--- src/rtl/timed_cue_list_with_cursor_macros.svh ---
// ----------------------------------------------------------------------------
// timed cue list assertion macros
// concurrent assertion helpers clocked on i_clk, disabled while in reset
// ----------------------------------------------------------------------------
`ifndef TIMED_CUE_LIST_WITH_CURSOR_MACROS_SVH
`define TIMED_CUE_LIST_WITH_CURSOR_MACROS_SVH

// consequent must hold in the same cycle as the antecedent
`define TCL_ASSERT_NOW(lbl, ante, cons, msg) \
    lbl: assert property (@(posedge i_clk) disable iff (!i_rst_n) \
        (ante) |-> (cons)) else $error(msg);

// consequent must hold in the cycle after the antecedent
`define TCL_ASSERT_NEXT(lbl, ante, cons, msg) \
    lbl: assert property (@(posedge i_clk) disable iff (!i_rst_n) \
        (ante) |=> (cons)) else $error(msg);

`endif

--- src/rtl/tcl_pkg.sv ---
// ----------------------------------------------------------------------------
// tcl_pkg
// shared types, sizes and codes of the timed cue list
// ----------------------------------------------------------------------------
package tcl_pkg;

    // table sizing
    localparam int TABLE_DEPTH = 64;
    localparam int IDX_W       = $clog2(TABLE_DEPTH);
    localparam int CNT_W       = $clog2(TABLE_DEPTH + 1);

    // field widths
    localparam int TIME_W      = 48;
    localparam int HANDLE_W    = 16;
    localparam int OP_W        = 3;
    localparam int STATUS_W    = 2;
    localparam int COUNT_OUT_W = 7;

    // stream widths
    localparam int IN_DATA_W   = 160;
    localparam int OUT_DATA_W  = 32;

    // operation codes
    typedef enum logic [OP_W-1:0] {
        OP_ADD    = 3'd0,
        OP_SORT   = 3'd1,
        OP_GET    = 3'd2,
        OP_REWIND = 3'd3,
        OP_CLEAR  = 3'd4
    } t_op;

    // result status codes
    typedef enum logic [STATUS_W-1:0] {
        STAT_OK    = 2'd0,
        STAT_FULL  = 2'd1,
        STAT_EMPTY = 2'd2
    } t_status;

    // one stored cue, start time in the lowest bits
    typedef struct packed {
        logic [HANDLE_W-1:0]      handle;
        logic signed [TIME_W-1:0] stop;
        logic signed [TIME_W-1:0] start;
    } t_entry;

    localparam int ENTRY_W = $bits(t_entry);

    // one result, status in the lowest bits
    typedef struct packed {
        logic [COUNT_OUT_W-1:0] entry_count;
        logic [HANDLE_W-1:0]    found_handle;
        t_status                status;
    } t_result;

    localparam int RESULT_W = $bits(t_result);

endpackage

--- src/rtl/tcl_cmp.sv ---
// ----------------------------------------------------------------------------
// tcl_cmp
// shared signed time comparator used by both the sort and the get scan
// ----------------------------------------------------------------------------
module tcl_cmp
    import tcl_pkg::*;
(
    input  logic signed [TIME_W-1:0] i_a,
    input  logic signed [TIME_W-1:0] i_b,
    output logic                     o_gt
);

    // two's complement greater-than
    assign o_gt = (i_a > i_b);

endmodule

--- config.mk ---
export PLATFORM = sky130hd
export DESIGN_NAME = tcl_cmp
export DESIGN_NICKNAME = d
export VERILOG_FILES = /design/src/rtl/timed_cue_list_with_cursor_macros.svh /design/src/rtl/tcl_pkg.sv /design/src/rtl/tcl_cmp.sv
export SDC_FILE = /design/constraint.sdc
export NUM_CORES = 1
export LEC_CHECK = 0
export ABC_CLOCK_PERIOD_IN_PS = 4470
export BUFFER_PORTS_ARGS = -buffer_cell sky130_fd_sc_hd__buf_4
export CORE_MARGIN = 2
export CORE_UTILIZATION = 45
export DETAILED_ROUTE_END_ITERATION = 8
export PLACE_DENSITY = 0.9
export SYNTH_ARGS = -nofsm -noshare
export SYNTH_HDL_FRONTEND = slang
export SYNTH_SLANG_ARGS = --single-unit
--- constraint.sdc ---
create_clock -name vclk -period 4.47
set_input_delay 0.447 -clock vclk [all_inputs]
set_output_delay 0.447 -clock vclk [all_outputs]
set_load 0.005 [all_outputs]
### Yosys cells after proc, flatten, opt, wreduce, memory -nomap -nowiden

Index checks and enable logic that the tools add are counted.

* magnitude comparators: 1

Operators with widths (count)
* 48-bit > comparator: 1

* flip-flop bits (word level): 0
* input port bits: 96
* output and inout bits: 1
* logic and storage cells: 1

### Longest topological paths before layout

* depth after elaboration: 1
* gate-level depth with buffers: 8
* depth with buffers taken out: 8

### Worst setup path before layout

OpenSTA, ideal clock, no wires.

* path type: input-to-output
* start: input i_b[31]
* end: output o_gt
* data arrival time: 1.839 ns
* data required time: 4.023 ns
* path slack: 2.184 ns
* stages: 7
* buffers on the path: 0
* path through: inv_1 > ha_1 > nand4_1 > nor4_1 > a211oi_2 > o2111ai_1 > mux2i_1

* longest elaborated chain between the ends: 1

RTL lines
* from (decl): line tcl_cmp.sv:9 `input logic signed [TIME_W-1:0] i_b,`
* 48-bit > comparator: line tcl_cmp.sv:14 `assign o_gt = (i_a > i_b);`
* to (decl): line tcl_cmp.sv:10 `output logic o_gt`

Every way passes these cells.

### Worst setup path after layout

* start: input i_a[42]
* end: output o_gt

* longest elaborated chain between the ends: 1

RTL lines
* from (decl): line tcl_cmp.sv:8 `input logic signed [TIME_W-1:0] i_a,`
* 48-bit > comparator: line tcl_cmp.sv:14

Every way passes these cells.

==> impl_metrics.sql <==
INSERT INTO impl_metrics (metric_group, metric, value, unit) VALUES
('logic_synthesis', 'synthesis.area_per_instance', '7.19', 'um^2'),
('worst_hold_path', 'worst_hold_path.num_cells', '4', ''),
('logic_synthesis', 'netlist.top_cell.by_area', 'sky130_fd_sc_hd__ha_1', ''),
('place', 'io_buffer_count', '97', ''),
('logic_synthesis', 'post_synth_inst_count', '171', ''),
('logic_synthesis', 'yosysTopAreaCellShare', '48.9', '%'),
('detailed_routing', 'postRouteAntennaNets', '0', ''),
('final_layout', 'numSequentialCells', '0', ''),
('global_routing', 'grt_start_max_net_pins', '5', ''),
('final_layout', 'antenna_cells', '0', ''),
('detailed_routing', 'first_pass_iters', '4', ''),
('power_and_ir_drop', 'clock_power_share', '0', '%'),
('global_routing', 'grt_overflow', '0', ''),
('sta', 'timing.max_slew.rel_slack', '66.9', '%'),
('floorplan', 'dieWidth', '56.3', 'um'),
('sta', 'timing.final.crit_period', '2.68', 'ns'),
('worst_setup_path', 'max_stage_delay', '0.51', 'ns'),
('logic_synthesis', 'synth.net_count', '315', ''),
('sta', 'setup_viol', '0', ''),
('final_layout', 'ratio_of_cells_with_drive_above_1_in_the_final_layout', '37.7', '%'),
('floorplan', 'chipHeight', '56.3', 'um'),
('detailed_routing', 'routed_wl', '3230', 'um'),
('detailed_routing', 'routed_via_density', '4.97', ''),
('logic_synthesis', 'synth_area_leaders', 'sky130_fd_sc_hd__ha_1, sky130_fd_sc_hd__inv_1, sky130_fd_sc_hd__a21oi_1', ''),
('worst_setup_path', 'setup.worst_path.start_class', 'input pin', ''),
('worst_hold_path', 'min-delay-start', 'i_a[47]', ''),
('sta', 'setup_total_negative_slack', '0', 'ns'),
('power_and_ir_drop', 'fraction_of_power_spent_switching_nets', '39.2', '%'),
('detailed_routing', 'routed-via-count', '1482', ''),
('global_routing', 'grt_use_total', '21.0', '%'),
('worst_setup_path', 'cp_slowest_cell', 'sky130_fd_sc_hd__nor4_1', ''),
('floorplan', 'design.die.area', '0.00316', 'mm^2'),
('global_routing', 'first_global_vias', '1461', ''),
('detailed_routing', 'number_of_drc_violations_after_detailed_routing_iteration_0', '25', ''),
('status', 'outcome', 'completed', ''),
('final_layout', 'layout_commonest_cell', 'sky130_fd_sc_hd__buf_4', ''),
('global_routing', 'antenna_violations_before_repair', '0', ''),
('floorplan', 'ioPinCount', '97', ''),
('place', 'place_congestion', '0.833', ''),
('power_and_ir_drop', 'power.switching', '0.0643', 'mW'),
('global_routing', 'grt_pass1_wl', '5700', 'um'),
('power_and_ir_drop', 'internal_power', '0.0998', 'mW'),
('place', 'dpl.hpwl', '3110', 'um'),
('detailed_routing', 'wl_per_cell', '10.8', 'um'),
('worst_setup_path', 'endpoint_kind_of_the_worst_setup_timing_path', 'output pin', ''),
('worst_setup_path', 'worst-path-buf-inv', '2', ''),
('cts', 'hold_buffers', '0', ''),
('worst_setup_path', 'worst_ep_required_time', '4.02', 'ns'),
('final_layout', 'finish.net_count', '414', ''),
('power_and_ir_drop', 'power_density', '82.3', 'mW/mm^2'),
('power_and_ir_drop', 'vdd.ir_drop.worst', '0.0595', 'mV'),
('floorplan', 'floorplan.initialDensity', '48.7', '%'),
('worst_setup_path', 'critical_path_class', 'input pin to output pin', ''),
('sta', 'final-max-slew-violation-count', '0', ''),
('detailed_routing', 'residual_drc_count', '0', ''),
('final_layout', 'final_core_utilization', '79.1', '%'),
('worst_hold_path', 'hp-class', 'input pin to output pin', ''),
('flow_run', 'drv.max_cap_violation_count', '0', ''),
('sta', 'max_freq', '373', 'MHz'),
('cts', 'post_cts_resized', '0', ''),
('worst_hold_path', 'hold-path-endpoint', 'o_gt', ''),
('logic_synthesis', 'yosysUniqueCellTypes', '24', ''),
('worst_setup_path', 'critPathMaxFanout', '3', ''),
('power_and_ir_drop', 'power.combinational.fraction', '100.0', '%'),
('logic_synthesis', 'yosys_warnings', '0', ''),
('logic_synthesis', 'cell_area_after_technology_mapping', '0.00123', 'mm^2'),
('worst_setup_path', 'ordered_list_of_cells_on_the_worst_path', 'buf_4, ha_1, nand4_1, nor4_1, o2111ai_1, o2111ai_1, mux2i_1, buf_4', ''),
('sta', 'timing_hold_violations_final', '0', ''),
('worst_setup_path', 'family_with_the_most_delay_on_the_worst_path', 'simple AND/OR/NAND/NOR gates', ''),
('power_and_ir_drop', 'share_of_power_burned_in_registers', '0', '%'),
('final_layout', 'flow.area_growth_from_synthesis', '62.3', '%');
[area by class of cell]
type	count	area [um^2]	area share (%)
multi-input combinational	120	1040	52.0
timing repair buffer	97	728	36.5
tap	30	37.5	1.88
inverter	51	191	9.60
[synthesized netlist by cell type]
| master | instances |
|---|---|
| sky130_fd_sc_hd__inv_1 | 51 |
| sky130_fd_sc_hd__ha_1 | 48 |
| sky130_fd_sc_hd__a21oi_1 | 18 |
| sky130_fd_sc_hd__nand4_1 | 12 |
| sky130_fd_sc_hd__nand2_1 | 8 |
| sky130_fd_sc_hd__a21o_1 | 5 |
| sky130_fd_sc_hd__nand3_1 | 3 |
| sky130_fd_sc_hd__nor2_1 | 3 |
| sky130_fd_sc_hd__o21ai_0 | 3 |
| sky130_fd_sc_hd__a21o_2 | 2 |
| sky130_fd_sc_hd__nor3_1 | 2 |
| sky130_fd_sc_hd__nor4_1 | 2 |
| sky130_fd_sc_hd__o2111ai_1 | 2 |
| sky130_fd_sc_hd__o21a_1 | 2 |
| sky130_fd_sc_hd__a211oi_2 | 1 |
| sky130_fd_sc_hd__a221o_1 | 1 |
| sky130_fd_sc_hd__a221o_2 | 1 |
| sky130_fd_sc_hd__mux2i_1 | 1 |
| sky130_fd_sc_hd__nor2b_1 | 1 |
| sky130_fd_sc_hd__o211ai_1 | 1 |
| sky130_fd_sc_hd__o21bai_1 | 1 |
| sky130_fd_sc_hd__o221ai_1 | 1 |
| sky130_fd_sc_hd__o2bb2ai_1 | 1 |
| sky130_fd_sc_hd__o31ai_1 | 1 |
[power by group through the flow]
| stage | registers [mW] | clock network (mW) | logic (mW) |
|---|---|---|---|
| floorplan | 0 | 0 | 0.0789 |
| global placement | 0 | 0 | 0.159 |
| detailed placement | 0 | 0 | 0.165 |
| CTS | 0 | 0 | 0.166 |
| global route | 0 | 0 | 0.189 |
| finish | 0 | 0 | 0.164 |
[logic make-up (layout without fill, tap and decap cells)]
family	after synthesis	after routing	share of synthesized area (%)
mux	1	1	0.815
fa+ha+maj	48	48	48.9
simple gates	31	31	13.0
buf+inv	51	148	15.6
compound gates	40	40	21.7
[layer usage]
layer / global-route usage, % / part of all wire [%]
met1: 25.1 / 40
met2: 42.5 / 54
met3: 1.38 / 6.4
met4: 0 / 0
met5: 0 / 0
[worst max-delay path by stage]
stage          startpoint    to  slack (ns)  cells past startpoint
6_report          i_a[42]  o_gt        1.79                      8
5_1_grt           i_a[42]  o_gt        1.66                      8
4_1_cts           i_a[42]  o_gt        1.79                      8
3_5_place_dp      i_a[42]  o_gt        1.80                      8
3_3_place_gp      i_a[42]  o_gt        1.84                      8
2_1_floorplan     i_b[31]  o_gt        2.18                      7
[through the flow]
stage / hold slack, ns / total power [mW] / instances / worst slack [ns] / area [um^2]
CTS: 1.38 / 0.166 / 298 / 1.79 / 1990
finish: 1.38 / 0.164 / 298 / 1.79 / 1990
global route: 1.41 / 0.189 / 298 / 1.66 / 1990
global placement: 1.37 / 0.159 / 298 / 1.84 / 1990
detailed placement: 1.37 / 0.165 / 298 / 1.80 / 1990
floorplan: 1.13 / 0.0789 / 171 / 2.18 / 1230
Power figures use the tool's default switching activity.
